===== config.mk =====
export PLATFORM = sky130hd
export DESIGN_NAME = msb_first_bit_packer_core
export DESIGN_NICKNAME = d
export VERILOG_FILES = /design/src/sv/mbp_pkg.sv /design/src/sv/mbp_front.sv /design/src/sv/mbp_queue.sv /design/src/sv/mbp_back.sv /design/src/sv/msb_first_bit_packer_core.sv
export SDC_FILE = /design/constraint.sdc
export NUM_CORES = 1
export LEC_CHECK = 0
export BUFFER_PORTS_ARGS = -buffer_cell sky130_fd_sc_hd__clkbuf_2
export CORE_AREA = 2 2 198 200
export CTS_BUF_LIST = sky130_fd_sc_hd__clkbuf_8
export DETAILED_ROUTE_END_ITERATION = 12
export DIE_AREA = 0 0 200 202
export GPL_ROUTABILITY_DRIVEN = 0
export PLACE_DENSITY = 0.67
export SLEW_MARGIN = 20
export SYNTH_ARGS = -nofsm -noshare
export SYNTH_HDL_FRONTEND = slang
export SYNTH_SLANG_ARGS = --single-unit

===== constraint.sdc =====
create_clock -name i_clk -period 14.7 [get_ports i_clk]
set_clock_uncertainty 0.05 [all_clocks]
set_input_delay 2.94 -clock i_clk [delete_from_list [all_inputs] [get_ports i_clk]]
set_output_delay 2.94 -clock i_clk [all_outputs]
set_load 0.02 [all_outputs]

===== src/sv/mbp_pkg.sv =====
// Shared types and constants of the MSB-first bit packer.
// No dependencies; every module of the block imports it.
package mbp_pkg;

    localparam int BYTE_BITS   = 8;
    localparam int MAX_COUNT   = 64;
    localparam int VALUE_W     = 64;
    localparam int COUNT_W     = 7;
    localparam int QUEUE_DEPTH = 2;

    // Input function codes
    localparam logic FUNC_APPEND = 1'b0;
    localparam logic FUNC_FLUSH  = 1'b1;

    // One input item
    typedef struct packed {
        logic               func;
        logic [VALUE_W-1:0] value;
        logic [COUNT_W-1:0] count;
    } t_in_item;

    // One result item
    typedef struct packed {
        logic [BYTE_BITS-1:0] out_byte;
        logic                 last;
    } t_out_item;

    // Classified command passed from front to back; bits are left aligned
    typedef struct packed {
        logic               is_flush;
        logic [VALUE_W-1:0] bits;
        logic [COUNT_W-1:0] remain;
    } t_cmd;

    // Command queue status seen by both sides
    typedef struct packed {
        logic full;
        logic empty;
    } t_q_status;

endpackage


===== src/sv/mbp_front.sv =====
// Front end of the bit packer: accepts input items, drops empty writes,
// saturates the count and left-aligns the value bits. Depends on mbp_pkg.
module mbp_front (
    input  logic             i_clk,
    input  logic             i_rst_n,
    input  logic             i_in_valid,
    output logic             o_in_stall,
    input  mbp_pkg::t_in_item i_in_data,
    input  mbp_pkg::t_q_status i_q_status,
    output logic             o_push,
    output mbp_pkg::t_cmd    o_push_data
);
    import mbp_pkg::*;

    logic               r_valid;
    logic               n_valid;
    t_cmd               r_cmd;
    t_cmd               n_cmd;
    logic [COUNT_W-1:0] count_sat;
    logic               is_empty_write;

    // Hold the staged command while the queue is full
    assign o_in_stall  = r_valid && i_q_status.full;
    assign o_push      = r_valid && !i_q_status.full;
    assign o_push_data = r_cmd;

    // Classify and align the incoming item
    always_comb begin
        count_sat = (i_in_data.count > COUNT_W'(MAX_COUNT)) ?
                    COUNT_W'(MAX_COUNT) : i_in_data.count;
        is_empty_write = (i_in_data.func == FUNC_APPEND) && (count_sat == '0);
        n_valid = r_valid;
        n_cmd   = r_cmd;
        if (!o_in_stall) begin
            n_valid        = i_in_valid && !is_empty_write;
            n_cmd.is_flush = (i_in_data.func == FUNC_FLUSH);
            n_cmd.bits     = i_in_data.value << (COUNT_W'(MAX_COUNT) - count_sat);
            n_cmd.remain   = count_sat;
        end
    end

    always_ff @(posedge i_clk) begin
        if (!i_rst_n) begin
            r_valid <= 1'b0;
        end else begin
            r_valid <= n_valid;
        end
    end

    always_ff @(posedge i_clk) begin
        r_cmd <= n_cmd;
    end

endmodule


===== src/sv/mbp_queue.sv =====
// Short command queue between the front and back of the bit packer.
// Depends on mbp_pkg for the command and status types.
module mbp_queue #(
    parameter int DEPTH = mbp_pkg::QUEUE_DEPTH
) (
    input  logic               i_clk,
    input  logic               i_rst_n,
    input  logic               i_push,
    input  mbp_pkg::t_cmd      i_push_data,
    input  logic               i_pop,
    output mbp_pkg::t_cmd      o_head,
    output mbp_pkg::t_q_status o_status
);
    import mbp_pkg::*;

    localparam int PTR_W = (DEPTH > 1) ? $clog2(DEPTH) : 1;
    localparam int CNT_W = $clog2(DEPTH + 1);

    t_cmd             r_entry [DEPTH];
    logic [PTR_W-1:0] r_wr_ptr;
    logic [PTR_W-1:0] n_wr_ptr;
    logic [PTR_W-1:0] r_rd_ptr;
    logic [PTR_W-1:0] n_rd_ptr;
    logic [CNT_W-1:0] r_level;
    logic [CNT_W-1:0] n_level;
    logic             do_push;
    logic             do_pop;

    assign o_status.full  = (r_level == CNT_W'(DEPTH));
    assign o_status.empty = (r_level == '0);
    assign o_head         = r_entry[r_rd_ptr];
    assign do_push        = i_push && !o_status.full;
    assign do_pop         = i_pop && !o_status.empty;

    // Advance pointers with wrap and track the fill level
    always_comb begin
        n_wr_ptr = r_wr_ptr;
        n_rd_ptr = r_rd_ptr;
        n_level  = r_level;
        if (do_push) begin
            n_wr_ptr = (r_wr_ptr == PTR_W'(DEPTH - 1)) ? '0 : r_wr_ptr + 1'b1;
        end
        if (do_pop) begin
            n_rd_ptr = (r_rd_ptr == PTR_W'(DEPTH - 1)) ? '0 : r_rd_ptr + 1'b1;
        end
        if (do_push && !do_pop) begin
            n_level = r_level + 1'b1;
        end else if (do_pop && !do_push) begin
            n_level = r_level - 1'b1;
        end
    end

    always_ff @(posedge i_clk) begin
        if (!i_rst_n) begin
            r_wr_ptr <= '0;
            r_rd_ptr <= '0;
            r_level  <= '0;
        end else begin
            r_wr_ptr <= n_wr_ptr;
            r_rd_ptr <= n_rd_ptr;
            r_level  <= n_level;
        end
    end

    // Store pushed commands
    always_ff @(posedge i_clk) begin
        if (do_push) begin
            r_entry[r_wr_ptr] <= i_push_data;
        end
    end

endmodule


===== src/sv/mbp_back.sv =====
// Back end of the bit packer: merges up to one byte of command bits per cycle into the
// partial byte unless the output stalls; drives the output register. Depends on mbp_pkg.
module mbp_back (
    input  logic               i_clk,
    input  logic               i_rst_n,
    input  mbp_pkg::t_q_status i_q_status,
    input  mbp_pkg::t_cmd      i_q_head,
    output logic               o_q_pop,
    output logic               o_out_valid,
    input  logic               i_out_stall,
    output mbp_pkg::t_out_item o_out_data
);
    import mbp_pkg::*;

    typedef enum logic [1:0] {
        ST_IDLE = 2'b01,
        ST_RUN  = 2'b10
    } t_back_state;

    localparam int FILL_W = $clog2(BYTE_BITS);

    t_back_state          r_state;
    t_back_state          n_state;
    t_cmd                 r_cmd;
    t_cmd                 n_cmd;
    logic [BYTE_BITS-1:0] r_partial;
    logic [BYTE_BITS-1:0] n_partial;
    logic [FILL_W-1:0]    r_filled;
    logic [FILL_W-1:0]    n_filled;
    logic                 r_out_valid;
    logic                 n_out_valid;
    t_out_item            r_out_data;
    t_out_item            n_out_data;

    logic                 can_go;
    logic [FILL_W:0]      space;
    logic [FILL_W:0]      take;
    logic [FILL_W:0]      fill_sum;
    logic [BYTE_BITS-1:0] merged;
    logic [COUNT_W-1:0]   remain_next;

    assign can_go      = !r_out_valid || !i_out_stall;
    assign o_q_pop     = (r_state == ST_IDLE) && !i_q_status.empty;
    assign o_out_valid = r_out_valid;
    assign o_out_data  = r_out_data;

    // Bits that fit this cycle: the free room of the partial byte, or what is left
    always_comb begin
        space       = (FILL_W + 1)'(BYTE_BITS) - {1'b0, r_filled};
        take        = (r_cmd.remain < COUNT_W'(space)) ? r_cmd.remain[FILL_W:0] : space;
        fill_sum    = {1'b0, r_filled} + take;
        merged      = r_partial | (r_cmd.bits[VALUE_W-1 -: BYTE_BITS] >> r_filled);
        remain_next = r_cmd.remain - COUNT_W'(take);
    end

    // Sequence one command: load, then merge and emit until done
    always_comb begin
        n_state     = r_state;
        n_cmd       = r_cmd;
        n_partial   = r_partial;
        n_filled    = r_filled;
        n_out_valid = r_out_valid;
        n_out_data  = r_out_data;
        if (can_go) begin
            n_out_valid = 1'b0;
        end
        unique case (r_state)
            ST_IDLE: begin
                if (!i_q_status.empty) begin
                    n_cmd   = i_q_head;
                    n_state = ST_RUN;
                end
            end
            ST_RUN: begin
                if (can_go) begin
                    if (r_cmd.is_flush) begin
                        // Pad and emit the pending bits as a last byte, if any
                        if (r_filled != '0) begin
                            n_out_valid         = 1'b1;
                            n_out_data.out_byte = r_partial;
                            n_out_data.last     = 1'b1;
                            n_partial           = '0;
                            n_filled            = '0;
                        end
                        n_state = ST_IDLE;
                    end else begin
                        n_cmd.bits   = r_cmd.bits << take;
                        n_cmd.remain = remain_next;
                        if (fill_sum == (FILL_W + 1)'(BYTE_BITS)) begin
                            // Full byte: no further byte follows once fewer than 8 remain
                            n_out_valid         = 1'b1;
                            n_out_data.out_byte = merged;
                            n_out_data.last     = (remain_next < COUNT_W'(BYTE_BITS));
                            n_partial           = '0;
                            n_filled            = '0;
                        end else begin
                            n_partial = merged;
                            n_filled  = fill_sum[FILL_W-1:0];
                        end
                        if (remain_next == '0) begin
                            n_state = ST_IDLE;
                        end
                    end
                end
            end
            default: begin
                n_state = ST_IDLE;
            end
        endcase
    end

    always_ff @(posedge i_clk) begin
        if (!i_rst_n) begin
            r_state     <= ST_IDLE;
            r_partial   <= '0;
            r_filled    <= '0;
            r_out_valid <= 1'b0;
        end else begin
            r_state     <= n_state;
            r_partial   <= n_partial;
            r_filled    <= n_filled;
            r_out_valid <= n_out_valid;
        end
    end

    always_ff @(posedge i_clk) begin
        r_cmd      <= n_cmd;
        r_out_data <= n_out_data;
    end

endmodule


===== src/sv/msb_first_bit_packer_core.sv =====
// MSB-first bit packer, top level: front stage, command queue, back stage.
// An item's bits pass the front register, a queue entry and the back command register.
// Throughput: the back stage merges at most 8 bits a cycle unless the output stalls;
// each command is loaded, then merged or flushed, before the next one is loaded.
// Reset (i_rst_n low, synchronous) empties the queue and clears the partial byte.
module msb_first_bit_packer_core #(
    parameter int QUEUE_DEPTH = mbp_pkg::QUEUE_DEPTH
) (
    input  logic               i_clk,
    input  logic               i_rst_n,
    input  logic               i_in_valid,
    output logic               o_in_stall,
    input  mbp_pkg::t_in_item  i_in_data,
    output logic               o_out_valid,
    input  logic               i_out_stall,
    output mbp_pkg::t_out_item o_out_data
);
    import mbp_pkg::*;

    t_q_status q_status;
    t_cmd      push_data;
    t_cmd      q_head;
    logic      push;
    logic      pop;

    // Accept and classify items
    mbp_front u_front (
        .i_clk       (i_clk),
        .i_rst_n     (i_rst_n),
        .i_in_valid  (i_in_valid),
        .o_in_stall  (o_in_stall),
        .i_in_data   (i_in_data),
        .i_q_status  (q_status),
        .o_push      (push),
        .o_push_data (push_data)
    );

    // Decouple the two sides
    mbp_queue #(
        .DEPTH (QUEUE_DEPTH)
    ) u_queue (
        .i_clk       (i_clk),
        .i_rst_n     (i_rst_n),
        .i_push      (push),
        .i_push_data (push_data),
        .i_pop       (pop),
        .o_head      (q_head),
        .o_status    (q_status)
    );

    // Pack bits and emit bytes
    mbp_back u_back (
        .i_clk       (i_clk),
        .i_rst_n     (i_rst_n),
        .i_q_status  (q_status),
        .i_q_head    (q_head),
        .o_q_pop     (pop),
        .o_out_valid (o_out_valid),
        .i_out_stall (i_out_stall),
        .o_out_data  (o_out_data)
    );

endmodule


# Yosys cells after proc, flatten, opt, wreduce, memory -nomap -nowiden
# Memories as Yosys holds them, arrays and structs flattened. A register that Yosys moved wholly into a read port is not among the register bits.
# Cells that the tools add are included.
# Widths: inputs -> output; s select.
dict set report op_classes {
  div_mod_pow 0
  n_bitwise 3
  n_eq_ne 9
  n_shift 3
  muxes 34
  n_lt_le_gt_ge 3
  n_addsub 8
  multipliers 0
  n_reduce_logical 29
}
# operator count
set ops {}
lappend ops {{$mux 71} 3}
lappend ops {{$pmux 71 s2} 1}
lappend ops {{$shl 64x4->64} 1}
lappend ops {{$shl 64x7->64} 1}
lappend ops {{$mux 9} 3}
lappend ops {{$mux 8} 3}
lappend ops {{$logic_not 7->1} 2}
lappend ops {{$mux 1} 12}
lappend ops {{$mux 2} 6}
lappend ops {{$logic_and 1x1->1} 9}
lappend ops {{$mux 3} 3}
lappend ops {{$or 8x8->8} 1}
lappend ops {{$reduce_and 4->1} 2}
lappend ops {{$shr 8x3->8} 1}
lappend ops {{$gt 7x7->1 const B} 1}
lappend ops {{$logic_not 1->1} 7}
lappend ops {{$lt 7x4->1} 1}
lappend ops {{$lt 7x4->1 const B} 1}
lappend ops {{$mux 7} 1}
lappend ops {{$sub 7x4->7} 1}
lappend ops {{$sub 7x7->7 const A} 1}
lappend ops {{$ne 2x2->1 const B} 3}
lappend ops {{$reduce_and 3->1} 2}
lappend ops {{$reduce_bool 2->1} 3}
lappend ops {{other kinds (17)} 20}
dict set report totals {
  register_bits 172
  n_memories 1
  mem_bits_ro 0
  output_inout_bits 11
  in_bits 76
  latchBits 0
  word_cells 106
  ramBits 144
}
# memory depth word_bits read_ports rd_clocked_by_memory_dff wr line
set mem_list {}
lappend mem_list {u_queue.r_entry 2 72 1 1 1 mbp_queue.sv:19} ;# t_cmd r_entry [DEPTH];

# Depth between registers and ports, before layout
dict set report logic_depth {
  ltp_word 9
  depth_mapped 19
  mapped_depth_nobuf 15
}

# Modules after synthesis
# A second synthesis with hierarchy kept.
dict set report hier_totals {
  cells_unflattened 1700
  hier_area_um2 19766.5
}
# mod cells_each seq_area_each_um2 area_each_um2 n_inst
set modules_own_cells {}
lappend modules_own_cells {mbp_back 740 2712.6 7343.3 1}
lappend modules_own_cells {mbp_front 711 2182.1 6970.4 1}
lappend modules_own_cells {mbp_queue 249 4424.2 5452.7 1}

# Worst setup path after synthesis
# Ideal clock, no wire load.
dict set report synth_timing {
  kind {input to register}
  startpoint {input port i_out_stall}
  endpoint {register u_back.r_cmd[69] (netlist name), enable pin}
  path_slack_ps 5789
  path_stages 4
  t_arrival_ps 8552
  setup_ps 308
  t_required_ps 14342
  path_buffers 0
  path_cell_list {nand2_1 -> nand2_1 -> o21ai_0 -> o21a_1}
}
dict set report synth_between {
  elab_chain_len 4
}
# element line
set synth_lines {}
lappend synth_lines {{from (decl)} msb_first_bit_packer_core.sv:15} ;# input logic i_out_stall,
lappend synth_lines {{$logic_not 1->1} mbp_back.sv:42} ;# assign can_go = !r_out_valid || !i_out_stall;
lappend synth_lines {{$logic_or 1x1->1} mbp_back.sv:42}
lappend synth_lines {{$ne 2x1->1 (no line)} -}
lappend synth_lines {{$reduce_and 4->1 (no line)} -}
lappend synth_lines {{to (signal assigned)} mbp_back.sv:127} ;# r_cmd <= n_cmd;
lappend synth_lines {{to (decl)} mbp_back.sv:24} ;# t_cmd r_cmd;
# No other way between the ends.
# A chain may end at the register's enable or synchronous reset.

# Worst setup path in the final report
dict set report layout_timing {
  startpoint {input port i_in_data[6] (netlist name)}
  endpoint {register u_front.r_cmd, in the netlist u_front.o_push_data[65] (data pin)}
}
dict set report layout_between {
  elab_chain_len 4
}
# element line
set layout_lines {}
lappend layout_lines {{from (decl)} msb_first_bit_packer_core.sv:13} ;# input mbp_pkg::t_in_item i_in_data,
lappend layout_lines {{$gt 7x7->1} mbp_front.sv:29} ;# count_sat = (i_in_data.count > COUNT_W'(MAX_COUNT)) ?
lappend layout_lines {{$mux 7 *} mbp_front.sv:29}
lappend layout_lines {{$sub 7x7->7 *} mbp_front.sv:37} ;# n_cmd.bits = i_in_data.value << (COUNT_W'(MAX_COUNT) - count_sat);
lappend layout_lines {{$shl 64x7->64 *} mbp_front.sv:37}
lappend layout_lines {{to (signal assigned)} mbp_front.sv:51} ;# r_cmd <= n_cmd;
lappend layout_lines {{to (decl)} mbp_front.sv:17} ;# t_cmd r_cmd;
# Mark *: on every way between the ends. The rest lies on a longest branch, timed or not.

==> run summary <==
The flow ran to the end, and the final reports show no timing, DRC or antenna violations. The required time at the endpoint of the critical path is 15.08 ns, and the number of cells on the worst reg-to-reg path is 13. The tools report the starting DRC count in detailed routing as 1657. The number of design rule violations left after detail routing is 0, and the largest voltage drop on the vdd net is 121 uV.

The total area inside the core boundary comes to 38300 um2. Setup repair after global routing left no endpoint under its margin. The die covers 40400 um2.

Yosys mapped the design onto 88 distinct sky130hd cell types. Of the synthesized area, sequential elements account for 49.1%. From synthesis to final layout, the design area changed by 9.04%. For the Yosys warning count, the log shows 0. The tools report the critical path capture point type as a register.

The class of the most critical setup path was in2reg. In this run, synthesis produced a sequential element count of 317. In this run the biggest area consumer among cell types represents 47.0% of the synthesized area. Share of synthesized registers carrying an async set or reset: 0%. The cell with the largest stage delay on the worst path was sky130_fd_sc_hd__clkinv_1. The path type of the worst min-delay path was reg2reg. The type of origin of the critical path is a primary input. In this run, post-CTS hold repair placed 0 buffers. The starting density of the core is 49.6%, and the wire length of the first global-routing pass is 79.2 mm. The number of placement rows was 72; the H-tree depth was 2. Cells with a size suffix above 1 make up 15.7% of the layout. Time the worst path needs with I/O delays and setup: 6.84 ns.

Of the total power, registers draw 41.4%. Buffers placed on the I/O ports in this run total 86. The worst hold path begins at u_front.o_push_data[23].

The run gives 0 as the count of cells resized by post-cts repair. Among all flip-flop cells after synthesis, the most frequent one is sky130_fd_sc_hd__edfxtp_1. The mean instance size in the synthesized netlist is 11.4 um2, and the average wire length per cell after detail routing is 22.5 um. The run gives 13900 as the via count of the first global-routing pass. Number of slew-limit violations in the final report: 0. On the final layout, the worst hold slack is 0.376 ns.

The tools report the number of clock sinks seen by CTS as 317. Worst hold endpoint: u_queue.r_entry[1][23]. For the total I/O pin count, the log shows 87. Synthesis handed over a netlist of 1672 instances. The run gives 29.8% as the tightest slew margin relative to the limit. The largest total area in the synthesized netlist belongs to sky130_fd_sc_hd__edfxtp_1.

No sink is reached through more buffers than the 3 on the longest clock path. For this design the total switching power over the nets is 0.00138 W. For the worst setup path, the data arrival time is 7.22 ns.

Counting the buffers created by CTS gives 50. The number of antenna violations at the first check in global routing was 0; the part of the power in the clock network was 20.5%. Of all nets on the critical path, the largest fanout is 47. The switching power as a share of total power was 39.9%. The cell at the root of the clock tree was sky130_fd_sc_hd__clkbuf_8.

Fill cells in the final layout number 3248. The logs give 0 for the antenna violation net count after detailed routing and 7.73 nW for the reported leakage power. For the net count reported at finish, the log shows 1797.

The worst register-to-register path begins at u_back.r_filled[0]. After clock tree synthesis, the clock-pin slew on the worst setup and hold paths is 0.06 ns. The synthesized design contains 297 enable-type register cells. Dividing total power by cell area gives a power density of 167 nW/um2. The internal portion of the total power is 0.00208 W.

The number of setup buffers added after CTS is 0. The setup check on the worst reg-to-reg path leaves a slack of 9.27 ns. For this block, the routed nets add up to 51.1 mm of wire.

Setup violations remaining at the end of the flow were counted as 0. TritonCTS built the clock tree. Entering global routing, the biggest net connects 95 pins. For the final routed database, the setup TNS stands at 0 ns. For the total nets after synthesis, the log shows 1761. The overall global routing resource usage is 25.2%. The run gives 0 as the count of final hold-check violations. By area the synthesized netlist is led by sky130_fd_sc_hd__edfxtp_1, sky130_fd_sc_hd__mux2i_1, sky130_fd_sc_hd__mux4_2. The die extent in y works out to 202 um.

The width of the chip is 200 um, and the fraction of the cycle the final worst path needs is 46.5%. At the later pin of the worst-skew pair, clock insertion delay measures 0.60 ns. Combinational logic burns 38.2% of the power.

The worst hold path depth is 0. The tools report the detailed-placement wirelength estimate as 35.9 mm. Summing over every cut layer, the via total after detailed routing is 14500. The total of max-cap violations was 0; the leftover overflow at the end of global routing was 0.

At the pin with the least slew margin, the transition time is 1.05 ns. In this run the critical register-to-register path is captured at u_back.o_out_data[2]. Traced cell by cell, the critical path runs through clkbuf_2, nand2b_1, ha_2, buf_4, clkinv_1, and2_1, a211o_1, mux2_2, o21a_1, o22ai_1.

On the worst path, the slowest cell contributes a delay of 1.02 ns. The maximum operating frequency is 146 MHz. The mapped netlist covers 19000 um2.

For this run, the detailed router's first-pass iteration total came to 6. In the routed layout, each cell is associated on average with a via count of 6.42.
sequential cells by signal (all words and copies together), names as in the netlist, named ones only:
register / flops
u_back.o_out_data: 9
u_back.r_cmd: 72
u_back.r_filled: 3
u_back.r_partial: 8
u_back.r_state: 2
u_front.o_push_data: 72
u_front.r_valid: 1
u_queue.r_entry: 144
u_queue.r_level: 2
u_queue.r_rd_ptr: 1
u_queue.r_wr_ptr: 1
worst max-delay path, delay by kind of cell:
kind / cells / cell delay (ns)
buf+inv: 3 / 1.75
simple gates: 2 / 0.99
fa+ha+maj: 1 / 0.51
compound gates: 3 / 0.69
mux: 1 / 0.31
worst max path at each step:
stage | from | endpoint | slack, ns | cells after the start
floorplan | i_out_stall | u_back.r_cmd[69] | 5.79 | 4
global placement | i_in_data[6] | u_front.o_push_data[66] | 7.80 | 10
detailed placement | i_in_data[6] | u_front.o_push_data[65] | 7.67 | 10
CTS | i_in_data[6] | u_front.o_push_data[65] | 8.32 | 10
global route | i_in_data[6] | u_front.o_push_data[70] | 7.60 | 9
finish | i_in_data[6] | u_front.o_push_data[65] | 7.86 | 10
through the flow:
step | total power, W | cell area [um2] | setup slack [ns] | utilization, % | instances
floorplan | 0.00235 | 19000 | 5.79 | - | 1672
global placement | 0.00271 | 19700 | 7.80 | 51.6 | 2173
detailed placement | 0.00274 | 19800 | 7.67 | 51.6 | 2173
CTS | 0.00344 | 20700 | 8.32 | 54.0 | 2264
global route | 0.00363 | 20700 | 7.60 | 54.1 | 2265
finish | 0.00346 | 20700 | 7.86 | 54.1 | 2266
cells in the final DEF (no fill, tap or decap), types with 50 or more instances in the layout:
cell type / n
sky130_fd_sc_hd__clkbuf_8: 50
sky130_fd_sc_hd__nand2_1: 135
sky130_fd_sc_hd__mux2i_1: 227
sky130_fd_sc_hd__nor2b_1: 61
sky130_fd_sc_hd__a21oi_1: 66
sky130_fd_sc_hd__clkbuf_2: 86
sky130_fd_sc_hd__nor2_1: 76
sky130_fd_sc_hd__nand3_1: 151
sky130_fd_sc_hd__a211oi_1: 57
sky130_fd_sc_hd__edfxtp_1: 297
synth_stat cells, types with 3 or more instances:
cell and count:
sky130_fd_sc_hd__edfxtp_1 297, sky130_fd_sc_hd__mux2i_1 227, sky130_fd_sc_hd__nand3_1 151, sky130_fd_sc_hd__nand2_1 135
sky130_fd_sc_hd__nor2_1 78, sky130_fd_sc_hd__a21oi_1 66, sky130_fd_sc_hd__nor2b_1 63, sky130_fd_sc_hd__clkbuf_1 60
sky130_fd_sc_hd__a211oi_1 57, sky130_fd_sc_hd__o21ai_0 42, sky130_fd_sc_hd__mux4_2 41, sky130_fd_sc_hd__a221oi_1 35
sky130_fd_sc_hd__buf_2 34, sky130_fd_sc_hd__o22ai_1 34, sky130_fd_sc_hd__nand4_1 33, sky130_fd_sc_hd__dfxtp_1 20
sky130_fd_sc_hd__inv_1 19, sky130_fd_sc_hd__a32oi_1 18, sky130_fd_sc_hd__o211ai_1 16, sky130_fd_sc_hd__buf_1 15
sky130_fd_sc_hd__nor3_1 13, sky130_fd_sc_hd__a221oi_2 12, sky130_fd_sc_hd__and2_1 12, sky130_fd_sc_hd__and3_1 12
sky130_fd_sc_hd__ha_1 12, sky130_fd_sc_hd__a22oi_1 10, sky130_fd_sc_hd__nand2b_1 10, sky130_fd_sc_hd__buf_6 9
sky130_fd_sc_hd__mux2_2 9, sky130_fd_sc_hd__xor2_1 9, sky130_fd_sc_hd__a21o_1 8, sky130_fd_sc_hd__a31oi_1 8
sky130_fd_sc_hd__buf_4 8, sky130_fd_sc_hd__o21ai_1 7, sky130_fd_sc_hd__xnor2_1 7, sky130_fd_sc_hd__nand3b_1 5
sky130_fd_sc_hd__o21bai_1 5, sky130_fd_sc_hd__a211oi_2 4, sky130_fd_sc_hd__o32ai_1 4, sky130_fd_sc_hd__or3_1 4
sky130_fd_sc_hd__clkinv_1 3, sky130_fd_sc_hd__nor4_1 3, sky130_fd_sc_hd__o21a_1 3
area by class of cell:
type	count	area (um2)	area share [%]
clock inverters	41	244	1.18
well taps	518	648	3.13
multi-input cells	1205	9080	43.9
flip-flops and latches	317	9320	45.0
inverters	24	93.8	0.453
repair buffers	110	631	3.04
clock buffers	50	688	3.32
diodes	1	2.50	0.0121
power groups by stage:
stage / Combinational [W] / Sequential (W) / Clock [W]
2_1_floorplan: 0.000956 / 0.00139 / 0
3_3_place_gp: 0.00127 / 0.00144 / 0
3_5_place_dp: 0.00129 / 0.00144 / 0
4_1_cts: 0.00129 / 0.00143 / 0.000723
5_1_grt: 0.00142 / 0.00145 / 0.000759
6_report: 0.00132 / 0.00143 / 0.000708
cells by family after synthesis:
| kind of cell | after synthesis | share of synthesized area, % |
|---|---|---|
| and+or+nand+nor | 532 | 13.9 |
| AOI/OAI and AO/OA | 366 | 14.2 |
| DFF | 317 | 49.1 |
| muxes | 277 | 17.4 |
| buffers and inverters | 150 | 3.72 |
| xor gates and xnor gates | 17 | 0.823 |
| adders and majority gates | 13 | 0.896 |
metal layers:
layer	global-route usage, %	share of wire (%)	vias up	routed length (um)
met3	2.97	6.6	140	3370
met1	34.9	42	7000	21700
met5	0	0	-	0
met4	10.2	3.9	0	1970
met2	40.5	47	743	24000
li1	-	-	6666	-
(Power assumes the default switching activity.)
